[config.mk]
export PLATFORM = sky130hd
export DESIGN_NAME = sorted_array_table_engine_unit_flat
export DESIGN_NICKNAME = d
export VERILOG_FILES = /design/src/rtl/core/satu_pkg.sv /design/src/rtl/core/satu_stream_if.sv /design/src/rtl/core/satu_ram.sv /design/src/rtl/core/satu_ctrl.sv /design/src/rtl/core/sorted_array_table_engine_unit.sv /design/src/flat_wrapper.sv
export VERILOG_INCLUDE_DIRS = /design/src /design/src/rtl/core
export SDC_FILE = /design/constraint.sdc
export NUM_CORES = 1
export LEC_CHECK = 0
export BUFFER_PORTS_ARGS = -buffer_cell sky130_fd_sc_hd__buf_2
export CORE_ASPECT_RATIO = 1.1
export CORE_MARGIN = 8
export CORE_UTILIZATION = 30
export CTS_CLUSTER_SIZE = 16
export DETAILED_ROUTE_END_ITERATION = 10
export PLACE_DENSITY = 0.44
export SKIP_CTS_REPAIR_TIMING = 1
export SYNTH_ARGS = -nofsm -noshare
export SYNTH_HDL_FRONTEND = slang
export SYNTH_HIERARCHICAL = 1
export SYNTH_SLANG_ARGS = --single-unit
[constraint.sdc]
create_clock -name clk -period 4.2 [get_ports clk]
set_clock_uncertainty 0.2 [all_clocks]
set_input_delay 0.21 -clock clk [delete_from_list [all_inputs] [get_ports clk]]
set_output_delay 0.21 -clock clk [all_outputs]
set_load 0.01 [all_outputs]
[src/rtl/core/sorted_array_table_engine_unit_defines.svh]
// ----------------------------------------------------------------------------
// Assertion macros for the sorted array table engine
// Concurrent checks that compile away when SYNTHESIS is set.
// ----------------------------------------------------------------------------
`ifndef SORTED_ARRAY_TABLE_ENGINE_UNIT_DEFINES_SVH
`define SORTED_ARRAY_TABLE_ENGINE_UNIT_DEFINES_SVH

`ifndef SYNTHESIS
// Same-cycle implication
`define SATU_ASSERT_IMPLY(label, clk, rst_n, ante, cons) \
  label: assert property (@(posedge clk) disable iff (!rst_n) (ante) |-> (cons)) \
    else $error("satu: same-cycle check failed");
// Next-cycle implication
`define SATU_ASSERT_NEXT(label, clk, rst_n, ante, cons) \
  label: assert property (@(posedge clk) disable iff (!rst_n) (ante) |=> (cons)) \
    else $error("satu: next-cycle check failed");
`else
`define SATU_ASSERT_IMPLY(label, clk, rst_n, ante, cons)
`define SATU_ASSERT_NEXT(label, clk, rst_n, ante, cons)
`endif

`endif

[src/rtl/core/satu_pkg.sv]
// ----------------------------------------------------------------------------
// satu_pkg
// Shared constants, codes and types of the sorted array table engine.
// ----------------------------------------------------------------------------
`timescale 1ns / 1ps
`default_nettype none

package satu_pkg;

  localparam int CAPACITY = 16;
  localparam int IDX_W    = $clog2(CAPACITY);
  localparam int CNT_W    = $clog2(CAPACITY + 1);

  localparam int ACTION_W = 3;
  localparam int DATA_W   = 32;
  localparam int POS_W    = 5;
  localparam int STATUS_W = 3;
  localparam int FPOS_W   = 5;
  localparam int COUNT_W  = 5;

  localparam int CMP_W = (CNT_W > POS_W) ? CNT_W : POS_W;

  typedef enum logic [ACTION_W-1:0] {
    ACT_DISPLAY = 3'd0,
    ACT_INSERT  = 3'd1,
    ACT_DELETE  = 3'd2,
    ACT_SEARCH  = 3'd3,
    ACT_REVERSE = 3'd4
  } action_t;

  typedef enum logic [STATUS_W-1:0] {
    ST_OK       = 3'd0,
    ST_EMPTY    = 3'd1,
    ST_FULL     = 3'd2,
    ST_INVALID  = 3'd3,
    ST_NOTFOUND = 3'd4
  } status_t;

  typedef enum logic [3:0] {
    S_IDLE,
    S_DSP_EMIT,
    S_INS_CHK,
    S_INS_PUT,
    S_DEL_WR,
    S_SRC_CHK,
    S_RV_HI,
    S_RV_WLO,
    S_RV_WHI,
    S_RESP
  } state_t;

  typedef struct packed {
    logic [ACTION_W-1:0]      action;
    logic signed [DATA_W-1:0] value;
    logic [POS_W-1:0]         position;
  } in_item_t;

  typedef struct packed {
    logic [STATUS_W-1:0]      status;
    logic [FPOS_W-1:0]        found_position;
    logic signed [DATA_W-1:0] element;
    logic [COUNT_W-1:0]       count;
    logic                     last;
  } res_t;

  typedef struct packed {
    logic              wr_en;
    logic [IDX_W-1:0]  wr_addr;
    logic [DATA_W-1:0] wr_data;
    logic              rd_en;
    logic [IDX_W-1:0]  rd_addr;
  } mem_req_t;

endpackage

`default_nettype wire

[src/rtl/core/satu_stream_if.sv]
// ----------------------------------------------------------------------------
// satu_stream_if
// Valid/ready channels for requests and results of the table engine.
// ----------------------------------------------------------------------------
`timescale 1ns / 1ps
`default_nettype none

interface satu_in_if;
  import satu_pkg::*;

  logic                     valid;
  logic                     ready;
  logic [ACTION_W-1:0]      action;
  logic signed [DATA_W-1:0] value;
  logic [POS_W-1:0]         position;

  modport source (output valid, action, value, position, input ready);
  modport sink   (input valid, action, value, position, output ready);
endinterface

interface satu_out_if;
  import satu_pkg::*;

  logic                     valid;
  logic                     ready;
  logic [STATUS_W-1:0]      status;
  logic [FPOS_W-1:0]        found_position;
  logic signed [DATA_W-1:0] element;
  logic [COUNT_W-1:0]       count;
  logic                     last;

  modport source (output valid, status, found_position, element, count, last, input ready);
  modport sink   (input valid, status, found_position, element, count, last, output ready);
endinterface

`default_nettype wire

[src/rtl/core/satu_ram.sv]
// ----------------------------------------------------------------------------
// satu_ram
// Simple dual-port synchronous RAM, one write and one registered read port.
// ----------------------------------------------------------------------------
`timescale 1ns / 1ps
`default_nettype none

module satu_ram #(
  parameter int DATA_W = 32,
  parameter int DEPTH  = 16,
  parameter int ADDR_W = $clog2(DEPTH)
) (
  input  wire logic              clk,
  input  wire logic              wr_en,
  input  wire logic [ADDR_W-1:0] wr_addr,
  input  wire logic [DATA_W-1:0] wr_data,
  input  wire logic              rd_en,
  input  wire logic [ADDR_W-1:0] rd_addr,
  output logic      [DATA_W-1:0] rd_data
);

  logic [DATA_W-1:0] mem [DEPTH];

  always_ff @(posedge clk) begin
    if (wr_en) begin
      mem[wr_addr] <= wr_data;
    end
  end

  // Read data holds until the next read
  always_ff @(posedge clk) begin
    if (rd_en) begin
      rd_data <= mem[rd_addr];
    end
  end

endmodule

`default_nettype wire

[src/rtl/core/satu_ctrl.sv]
// ----------------------------------------------------------------------------
// satu_ctrl
// Sequencer that walks the element RAM for each table action.
// ----------------------------------------------------------------------------
`timescale 1ns / 1ps
`default_nettype none
`include "sorted_array_table_engine_unit_defines.svh"

module satu_ctrl (
  input  wire logic                       clk,
  input  wire logic                       rst_n,
  input  wire logic                       in_valid,
  output logic                            in_ready,
  input  wire satu_pkg::in_item_t         in_item,
  output logic                            res_valid,
  input  wire logic                       res_ready,
  output satu_pkg::res_t                  res,
  output satu_pkg::mem_req_t              mem_req,
  input  wire logic [satu_pkg::DATA_W-1:0] mem_rd_data
);
  import satu_pkg::*;

  localparam int EXT_W = CNT_W + 1;

  state_t                   state_r, state_nxt;
  logic [CNT_W-1:0]         count_r, count_nxt;
  logic signed [DATA_W-1:0] value_r, value_nxt;
  logic [IDX_W-1:0]         i_r, i_nxt;
  logic [IDX_W-1:0]         hi_r, hi_nxt;
  logic [DATA_W-1:0]        tmp_r, tmp_nxt;
  logic [STATUS_W-1:0]      status_r, status_nxt;
  logic [FPOS_W-1:0]        fpos_r, fpos_nxt;

  logic                     accept;
  logic                     is_empty, is_full, del_bad, del_more_first;
  logic                     dsp_more, ins_gt, ins_more, del_more, src_hit, src_more, rv_more;
  logic [CMP_W-1:0]         pos_ext, n_ext;
  logic [EXT_W-1:0]         i_ext, hi_ext, cnt_ext;
  logic signed [DATA_W-1:0] rd_s;

  // Decode flags shared by the next-state and datapath logic
  always_comb begin
    accept         = in_valid && in_ready;
    pos_ext        = CMP_W'(in_item.position);
    n_ext          = CMP_W'(count_r);
    i_ext          = EXT_W'(i_r);
    hi_ext         = EXT_W'(hi_r);
    cnt_ext        = EXT_W'(count_r);
    rd_s           = $signed(mem_rd_data);
    is_empty       = (count_r == '0);
    is_full        = (count_r >= CNT_W'(CAPACITY));
    del_bad        = (pos_ext == '0) || (pos_ext > n_ext);
    del_more_first = (pos_ext < n_ext);
    dsp_more       = (i_ext + EXT_W'(1)) < cnt_ext;
    ins_gt         = rd_s > value_r;
    ins_more       = (i_r > IDX_W'(1));
    del_more       = (i_ext + EXT_W'(2)) < cnt_ext;
    src_hit        = (rd_s == value_r);
    src_more       = (i_ext + EXT_W'(1)) < cnt_ext;
    rv_more        = (i_ext + EXT_W'(2)) < hi_ext;
  end

  // Next state
  always_comb begin
    state_nxt = state_r;
    unique case (state_r)
      S_IDLE: begin
        if (accept) begin
          case (in_item.action)
            ACT_DISPLAY: state_nxt = is_empty ? S_RESP : S_DSP_EMIT;
            ACT_INSERT: begin
              if (is_full) begin
                state_nxt = S_RESP;
              end else begin
                state_nxt = is_empty ? S_INS_PUT : S_INS_CHK;
              end
            end
            ACT_DELETE: begin
              if (is_empty || del_bad || !del_more_first) begin
                state_nxt = S_RESP;
              end else begin
                state_nxt = S_DEL_WR;
              end
            end
            ACT_SEARCH: state_nxt = is_empty ? S_RESP : S_SRC_CHK;
            ACT_REVERSE: begin
              state_nxt = (count_r > CNT_W'(1)) ? S_RV_HI : S_RESP;
            end
            default: state_nxt = S_RESP;
          endcase
        end
      end
      S_DSP_EMIT: begin
        if (res_ready && !dsp_more) begin
          state_nxt = S_IDLE;
        end
      end
      S_INS_CHK: begin
        if (ins_gt) begin
          state_nxt = ins_more ? S_INS_CHK : S_INS_PUT;
        end else begin
          state_nxt = S_RESP;
        end
      end
      S_INS_PUT: state_nxt = S_RESP;
      S_DEL_WR:  state_nxt = del_more ? S_DEL_WR : S_RESP;
      S_SRC_CHK: state_nxt = (!src_hit && src_more) ? S_SRC_CHK : S_RESP;
      S_RV_HI:   state_nxt = S_RV_WLO;
      S_RV_WLO:  state_nxt = S_RV_WHI;
      S_RV_WHI:  state_nxt = rv_more ? S_RV_HI : S_RESP;
      S_RESP: begin
        if (res_ready) begin
          state_nxt = S_IDLE;
        end
      end
      default: state_nxt = S_IDLE;
    endcase
  end

  // Datapath, memory requests and handshake outputs
  always_comb begin
    in_ready   = (state_r == S_IDLE);
    res_valid  = 1'b0;
    res        = '0;
    mem_req    = '0;
    count_nxt  = count_r;
    value_nxt  = value_r;
    i_nxt      = i_r;
    hi_nxt     = hi_r;
    tmp_nxt    = tmp_r;
    status_nxt = status_r;
    fpos_nxt   = fpos_r;

    unique case (state_r)
      S_IDLE: begin
        if (accept) begin
          value_nxt  = in_item.value;
          fpos_nxt   = '0;
          status_nxt = ST_OK;
          case (in_item.action)
            ACT_DISPLAY: begin
              if (is_empty) begin
                status_nxt = ST_EMPTY;
              end else begin
                mem_req.rd_en   = 1'b1;
                mem_req.rd_addr = '0;
                i_nxt           = '0;
              end
            end
            ACT_INSERT: begin
              if (is_full) begin
                status_nxt = ST_FULL;
              end else begin
                i_nxt = IDX_W'(count_r);
                if (!is_empty) begin
                  mem_req.rd_en   = 1'b1;
                  mem_req.rd_addr = IDX_W'(count_r - CNT_W'(1));
                end
              end
            end
            ACT_DELETE: begin
              if (is_empty) begin
                status_nxt = ST_EMPTY;
              end else if (del_bad) begin
                status_nxt = ST_INVALID;
              end else begin
                i_nxt = IDX_W'(pos_ext - CMP_W'(1));
                if (del_more_first) begin
                  mem_req.rd_en   = 1'b1;
                  mem_req.rd_addr = IDX_W'(pos_ext);
                end else begin
                  // Last entry: drop it without moving anything
                  count_nxt = count_r - CNT_W'(1);
                end
              end
            end
            ACT_SEARCH: begin
              if (is_empty) begin
                status_nxt = ST_EMPTY;
              end else begin
                mem_req.rd_en   = 1'b1;
                mem_req.rd_addr = '0;
                i_nxt           = '0;
              end
            end
            ACT_REVERSE: begin
              if (is_empty) begin
                status_nxt = ST_EMPTY;
              end else if (count_r > CNT_W'(1)) begin
                mem_req.rd_en   = 1'b1;
                mem_req.rd_addr = '0;
                i_nxt           = '0;
                hi_nxt          = IDX_W'(count_r - CNT_W'(1));
              end
            end
            default: status_nxt = ST_INVALID;
          endcase
        end
      end
      S_DSP_EMIT: begin
        res_valid     = 1'b1;
        res.status    = ST_OK;
        res.element   = rd_s;
        res.count     = COUNT_W'(count_r);
        res.last      = !dsp_more;
        if (res_ready && dsp_more) begin
          mem_req.rd_en   = 1'b1;
          mem_req.rd_addr = i_r + IDX_W'(1);
          i_nxt           = i_r + IDX_W'(1);
        end
      end
      S_INS_CHK: begin
        mem_req.wr_en   = 1'b1;
        mem_req.wr_addr = i_r;
        if (ins_gt) begin
          // Shift the larger element up one place and keep walking back
          mem_req.wr_data = mem_rd_data;
          i_nxt           = i_r - IDX_W'(1);
          if (ins_more) begin
            mem_req.rd_en   = 1'b1;
            mem_req.rd_addr = i_r - IDX_W'(2);
          end
        end else begin
          mem_req.wr_data = value_r;
          count_nxt       = count_r + CNT_W'(1);
          status_nxt      = ST_OK;
        end
      end
      S_INS_PUT: begin
        mem_req.wr_en   = 1'b1;
        mem_req.wr_addr = i_r;
        mem_req.wr_data = value_r;
        count_nxt       = count_r + CNT_W'(1);
        status_nxt      = ST_OK;
      end
      S_DEL_WR: begin
        mem_req.wr_en   = 1'b1;
        mem_req.wr_addr = i_r;
        mem_req.wr_data = mem_rd_data;
        if (del_more) begin
          mem_req.rd_en   = 1'b1;
          mem_req.rd_addr = i_r + IDX_W'(2);
          i_nxt           = i_r + IDX_W'(1);
        end else begin
          count_nxt = count_r - CNT_W'(1);
        end
      end
      S_SRC_CHK: begin
        if (src_hit) begin
          status_nxt = ST_OK;
          fpos_nxt   = FPOS_W'(i_ext + EXT_W'(1));
        end else if (src_more) begin
          mem_req.rd_en   = 1'b1;
          mem_req.rd_addr = i_r + IDX_W'(1);
          i_nxt           = i_r + IDX_W'(1);
        end else begin
          status_nxt = ST_NOTFOUND;
        end
      end
      S_RV_HI: begin
        tmp_nxt         = mem_rd_data;
        mem_req.rd_en   = 1'b1;
        mem_req.rd_addr = hi_r;
      end
      S_RV_WLO: begin
        mem_req.wr_en   = 1'b1;
        mem_req.wr_addr = i_r;
        mem_req.wr_data = mem_rd_data;
      end
      S_RV_WHI: begin
        mem_req.wr_en   = 1'b1;
        mem_req.wr_addr = hi_r;
        mem_req.wr_data = tmp_r;
        if (rv_more) begin
          mem_req.rd_en   = 1'b1;
          mem_req.rd_addr = i_r + IDX_W'(1);
          i_nxt           = i_r + IDX_W'(1);
          hi_nxt          = hi_r - IDX_W'(1);
        end
      end
      S_RESP: begin
        res_valid          = 1'b1;
        res.status         = status_r;
        res.found_position = fpos_r;
        res.count          = COUNT_W'(count_r);
        res.last           = 1'b1;
      end
      default: begin
      end
    endcase
  end

  always_ff @(posedge clk) begin
    if (!rst_n) begin
      state_r <= S_IDLE;
      count_r <= '0;
    end else begin
      state_r <= state_nxt;
      count_r <= count_nxt;
    end
  end

  always_ff @(posedge clk) begin
    value_r  <= value_nxt;
    i_r      <= i_nxt;
    hi_r     <= hi_nxt;
    tmp_r    <= tmp_nxt;
    status_r <= status_nxt;
    fpos_r   <= fpos_nxt;
  end

  `SATU_ASSERT_IMPLY(a_count_cap, clk, rst_n, 1'b1, count_r <= CNT_W'(CAPACITY))
  `SATU_ASSERT_IMPLY(a_wr_range, clk, rst_n, mem_req.wr_en, CNT_W'(mem_req.wr_addr) <= count_r)
  `SATU_ASSERT_NEXT(a_accept_busy, clk, rst_n, in_valid && in_ready, state_r != S_IDLE)
  `SATU_ASSERT_IMPLY(a_partial_dsp, clk, rst_n, res_valid && !res.last, state_r == S_DSP_EMIT)

endmodule

`default_nettype wire

[src/rtl/core/sorted_array_table_engine_unit.sv]
// ----------------------------------------------------------------------------
// sorted_array_table_engine_unit
// Ordered table of signed 32-bit values with insert, delete, search,
// reverse and display actions.
// ----------------------------------------------------------------------------
// Usage:
//   in_ch carries one request transaction (action, value, position); out_ch
//   carries result transactions (status, found_position, element, count,
//   last). Every request gives one result, except display of a non-empty
//   table, which gives one result per element with last on the final one.
//   Requests are taken one at a time: in_ch.ready is high only while the
//   sequencer is idle. Each request is worked step by step through the
//   single read port of the element RAM, whose read data is registered;
//   display also waits on receiver stalls between its elements.
//   Results leave through an output register, so the sequencer moves on
//   while a result waits; when out_ch.ready is low the register holds and
//   the sequencer stalls on its next result.
//   Reset (rst_n low, synchronous) empties the table at once; no clearing
//   pass runs.
// ----------------------------------------------------------------------------
`timescale 1ns / 1ps
`default_nettype none

module sorted_array_table_engine_unit (
  input  wire logic  clk,
  input  wire logic  rst_n,
  satu_in_if.sink    in_ch,
  satu_out_if.source out_ch
);
  import satu_pkg::*;

  in_item_t          in_item;
  res_t              res;
  logic              res_valid;
  logic              res_ready;
  mem_req_t          mem_req;
  logic [DATA_W-1:0] mem_rd_data;

  logic              out_valid_r, out_valid_nxt;
  res_t              out_data_r, out_data_nxt;

  always_comb begin
    in_item.action   = in_ch.action;
    in_item.value    = in_ch.value;
    in_item.position = in_ch.position;
  end

  satu_ram #(
    .DATA_W (DATA_W),
    .DEPTH  (CAPACITY)
  ) u_ram (
    .clk     (clk),
    .wr_en   (mem_req.wr_en),
    .wr_addr (mem_req.wr_addr),
    .wr_data (mem_req.wr_data),
    .rd_en   (mem_req.rd_en),
    .rd_addr (mem_req.rd_addr),
    .rd_data (mem_rd_data)
  );

  satu_ctrl u_ctrl (
    .clk         (clk),
    .rst_n       (rst_n),
    .in_valid    (in_ch.valid),
    .in_ready    (in_ch.ready),
    .in_item     (in_item),
    .res_valid   (res_valid),
    .res_ready   (res_ready),
    .res         (res),
    .mem_req     (mem_req),
    .mem_rd_data (mem_rd_data)
  );

  // Output register: load when empty or draining this cycle
  always_comb begin
    res_ready     = !out_valid_r || out_ch.ready;
    out_valid_nxt = out_valid_r;
    out_data_nxt  = out_data_r;
    if (res_valid && res_ready) begin
      out_valid_nxt = 1'b1;
      out_data_nxt  = res;
    end else if (out_ch.ready) begin
      out_valid_nxt = 1'b0;
    end
  end

  always_ff @(posedge clk) begin
    if (!rst_n) begin
      out_valid_r <= 1'b0;
    end else begin
      out_valid_r <= out_valid_nxt;
    end
  end

  always_ff @(posedge clk) begin
    out_data_r <= out_data_nxt;
  end

  assign out_ch.valid          = out_valid_r;
  assign out_ch.status         = out_data_r.status;
  assign out_ch.found_position = out_data_r.found_position;
  assign out_ch.element        = out_data_r.element;
  assign out_ch.count          = out_data_r.count;
  assign out_ch.last           = out_data_r.last;

endmodule

`default_nettype wire

[src/flat_wrapper.sv]
// flat-port wrapper written by rule: the top's interface ports become plain ports
module sorted_array_table_engine_unit_flat import satu_pkg::*;
  (clk, rst_n, in_ch_valid, in_ch_action, in_ch_value, in_ch_position, in_ch_ready, out_ch_valid, out_ch_status, out_ch_found_position, out_ch_element, out_ch_count, out_ch_last, out_ch_ready);
  satu_in_if in_ch_i ();
  satu_out_if out_ch_i ();
  input  wire logic clk;
  input  wire logic rst_n;
  input wire logic [$bits(in_ch_i.valid)-1:0] in_ch_valid;
  input wire logic [$bits(in_ch_i.action)-1:0] in_ch_action;
  input wire logic [$bits(in_ch_i.value)-1:0] in_ch_value;
  input wire logic [$bits(in_ch_i.position)-1:0] in_ch_position;
  output wire logic [$bits(in_ch_i.ready)-1:0] in_ch_ready;
  output wire logic [$bits(out_ch_i.valid)-1:0] out_ch_valid;
  output wire logic [$bits(out_ch_i.status)-1:0] out_ch_status;
  output wire logic [$bits(out_ch_i.found_position)-1:0] out_ch_found_position;
  output wire logic [$bits(out_ch_i.element)-1:0] out_ch_element;
  output wire logic [$bits(out_ch_i.count)-1:0] out_ch_count;
  output wire logic [$bits(out_ch_i.last)-1:0] out_ch_last;
  input wire logic [$bits(out_ch_i.ready)-1:0] out_ch_ready;
  assign in_ch_i.valid = in_ch_valid;
  assign in_ch_i.action = in_ch_action;
  assign in_ch_i.value = in_ch_value;
  assign in_ch_i.position = in_ch_position;
  assign in_ch_ready = in_ch_i.ready;
  assign out_ch_valid = out_ch_i.valid;
  assign out_ch_status = out_ch_i.status;
  assign out_ch_found_position = out_ch_i.found_position;
  assign out_ch_element = out_ch_i.element;
  assign out_ch_count = out_ch_i.count;
  assign out_ch_last = out_ch_i.last;
  assign out_ch_i.ready = out_ch_ready;
  sorted_array_table_engine_unit u_core (.clk(clk), .rst_n(rst_n), .in_ch(in_ch_i), .out_ch(out_ch_i));
endmodule
==> results.sh <==
export IMPL_synth_area_per_cell_um2=17.79
export IMPL_muxShareOfSynthArea_pct=10.58
export IMPL_worst_slack_ps=77.40
export IMPL_num_io_pins=92
export IMPL_num_rows=117
export IMPL_synthTopCellsByArea="edfxtp_1 (72%), mux4_2 (10%), ha_1 (2.7%), a22oi_1 (1.9%), a221o_1 (1.2%)"
export IMPL_overflow=0
export IMPL_peakVddDrop_v=0.0005697
export IMPL_yosysTopAreaCell="edfxtp_1"
export IMPL_critPathSlowestCell="edfxtp_1"
export IMPL_r2r_start="u_core/u_ctrl/value_r[18]"
export IMPL_relSlewSlack_pct=30.28
export IMPL_synth_fp_nets=1683
export IMPL_max_freq_mhz=242.6
export IMPL_dieArea_um2=103700
export IMPL_grt_first_pass_wirelength_um=118700
export IMPL_routedWlPerCell_um=26.46
export IMPL_synth_xor_area_share_pct=0.3741
export IMPL_worst_path_stages=17
export IMPL_chipHeight_um=337.0
export IMPL_synth_fa_ha_area_share_pct=2.672
export IMPL_synth_edf_count=670
export IMPL_fillers=8483
export IMPL_n_antenna_cell=0
export IMPL_rsz0062_at_grt="true"
export IMPL_path_cells="inv_2, ha_4, nand4_1, buf_4, nor4_4, buf_4, o31a_4, o211ai_4, o311a_4, o21bai_4, buf_6, buf_12, buf_16, buf_6, mux4_2, a22oi_1, nand2_1"
export IMPL_p_leak_nw=12.36
export IMPL_pwr_density_cell_nw_per_um2=828.8
export IMPL_dieWidth_um=307.8
export IMPL_worst_r2r_path_depth=17
export IMPL_num_vias=16480
export IMPL_drt_pass1_iter_count=5
export IMPL_cts_buffers=75
export IMPL_worstSkewPairLatency_ps=630
export IMPL_place_ws_ps=-312.4
export IMPL_endpoint_kind="register"
export IMPL_required_ps=4380
export IMPL_cap_violations=0
export IMPL_worst_slew_pin_slew_ps=1035
export IMPL_synth_top_area_share_pct=71.61
export IMPL_cts_buffer_depth=3
export IMPL_synth_compound_area_share_pct=6.257
export IMPL_core_area_um2=92670
export IMPL_r2r_slack_ps=80
export IMPL_path_buf_inv=7
export IMPL_ys_seq_area_share_pct=72.32
export IMPL_antenna_found_initial=2
export IMPL_io_buffers=91
export IMPL_grt_util_all_layers_pct=15.79
export IMPL_async_flop_share_pct=0
export IMPL_totalWireLength_um=85960
export IMPL_cp_max_fo=8
export IMPL_synthSimpleGateAreaFrac_pct=5.656
export IMPL_synth_top_family_by_area="multiplexers"
export IMPL_synth_top_flop_cell="edfxtp_1"
export IMPL_final_period_utilization_pct=98.16
export IMPL_cts_tree="done"
export IMPL_drive_gt1_share_pct=34.05
export IMPL_critPathCapture="u_core/u_ram/rd_data[9]"
export IMPL_grt_max_degree=47
export IMPL_reg2reg_to="u_core/u_ram/rd_data[9]"
export IMPL_postSynthCellCount=1579
export IMPL_drv_slew=0
export IMPL_place_gp_congestion=0.8051
export IMPL_postRouteAntennaNets=0
export IMPL_startpoint_type="register"
export IMPL_clkSinkCount=680
export IMPL_hold_viol_final=0
export IMPL_vias_per_cell=5.071
export IMPL_grt_pass1_vias=16730
export IMPL_htreeDepth=3
export IMPL_setup_worst_path_class="reg -> reg"
export IMPL_synth_distinct_cells=66
export IMPL_crit_start="u_core/u_ctrl/value_r[18]"
export IMPL_initial_core_util_pct=30.32
export IMPL_drt_iter0_drc=1444
export IMPL_hold_path_class="in -> reg"
export IMPL_syn_area_um2=28100
export IMPL_dp_hpwl_um=50740
export IMPL_crit_path_max_incr_delay_ps=490
export IMPL_ys_seq_elements=680
export IMPL_crit_arrival_ps=4300
export IMPL_area_growth_pct=27.05
export IMPL_cts_clk_slew_worst_paths_ps=60
export IMPL_status="completed"
export IMPL_power_total_w=0.02958
export IMPL_yosysWarnings=6
export IMPL_nets=2046
export IMPL_drc_errors=0
export IMPL_period_needed_ps=4123
export IMPL_finalSetupViolCount=0
export IMPL_clockRootBuffer="clkbuf_16"
export IMPL_path_delay_family="buffers and inverters"
registers in the layout (all words and copies together) (netlist names), 5 cells and up:
signal                        count
u_core/u_ctrl/fpos_r              5
u_core/u_ctrl/value_r            32
u_core/u_ram/mem                512
u_core/u_ctrl/tmp_r              32
u_core/out_ch.found_position      5
u_core/u_ram/rd_data             32
u_core/u_ctrl/count_r             5
u_core/out_ch.element            32
u_core/out_ch.count               5
area by class of cell:
class | count | area [um^2] | share of cell area [%]
multi-input combinational | 760 | 7810 | 21.88
timing repair buffer | 366 | 3352 | 9.391
inverter | 59 | 221.5 | 0.6204
clock inverter | 40 | 434.2 | 1.216
tap | 1249 | 1563 | 4.378
sequential | 680 | 20320 | 56.93
clock buffer | 95 | 1994 | 5.587
cell families (layout without fill, tap and decap cells):
family / after synthesis / after routing
buffers and inverters: 141 / 560
XOR/XNOR: 12 / 12
AND/OR/NAND/NOR: 311 / 311
adder cells (fa/ha/maj): 60 / 60
flip-flops: 680 / 680
multiplexers: 137 / 137
AO/OA/AOI/OAI: 238 / 240
stage by stage:
stage | TNS, ps | util (%) | area (um^2) | hold WS, ps | cells
after floorplan | 0 | - | 28120 | 108.9 | 1579
after global placement | -7281 | 34.39 | 31870 | 187.0 | 3035
after detailed placement | -7527 | 34.39 | 31870 | 188.1 | 3035
after CTS | -7761 | 37.02 | 34300 | -493.7 | 3170
after global routing | -888.9 | 38.52 | 35690 | 67.32 | 3249
final | 0 | 38.52 | 35690 | 88.38 | 3249
layer usage:
metal  global-route usage (%)  part of all wire (%)  vias up
met2                    26.14                    48      530
met4                    4.871                   2.3        0
met5                        0                     0        -
met1                    20.92                    43     8700
li1                         -                     -     7128
met3                    3.086                   6.0      119
Yosys cell counts, types with 4 or more instances:
cell      instances
buf_2            12
buf_1            11
mux4_2          128
a221o_1          34
o21ai_0          33
a221oi_1          4
nand2_1          87
clkbuf_1         47
xnor2_1          10
inv_1            59
a21o_1           10
nand3_1          15
nand2b_1          9
a22oi_1          72
buf_4             9
a211oi_1          4
ha_1             60
o211ai_1          6
nor2b_1           8
nand4_1           7
nor3_1           19
a21oi_1          38
mux2i_1           9
nor2_1           59
and2_1           38
and3_1           47
edfxtp_1        670
dfxtp_1          10
power breakdown:
part / internal [W] / switching (W) / total (W) / leakage (nW)
registers: 0.00937 / 0.000389 / 0.00976 / 6.29
clock network: 0.00381 / 0.00271 / 0.00653 / 1.17
logic: 0.00608 / 0.00722 / 0.0133 / 4.90
how the worst min path moves through the flow:
stage                                from                         to  depth (start not counted)
after floorplan            in_ch_value[0]   u_core/u_ctrl/value_r[0]                          0
after global placement     in_ch_value[7]   u_core/u_ctrl/value_r[7]                          1
after detailed placement  in_ch_value[10]  u_core/u_ctrl/value_r[10]                          1
after CTS                 in_ch_value[10]  u_core/u_ctrl/value_r[10]                          1
after global routing      in_ch_value[18]  u_core/u_ctrl/value_r[18]                          2
final                     in_ch_value[11]  u_core/u_ctrl/value_r[11]                          2
layout by cell type, fill, tap and decap left out, types with 7 or more instances in the layout:
master and n:
a221o_1 33, bufinv_16 7, dlygate4sd3_1 42, a22oi_2 50
nand2_1 83, buf_6 9, mux4_2 128, clkinv_2 12
dfxtp_1 10, nor2_4 16, nor2_1 43, buf_2 91
nand2b_1 9, and3_1 46, inv_1 56, clkbuf_1 18
buf_4 172, and2_1 36, edfxtp_1 670, a21o_1 10
a22oi_1 22, o21ai_0 29, ha_1 58, xnor2_1 10
nand3_1 13, clkbuf_16 87, mux2i_1 9, a21oi_1 35
clkinv_1 9, nor3_1 15, nand4_1 7, buf_12 38
(Power assumes the default switching activity.)
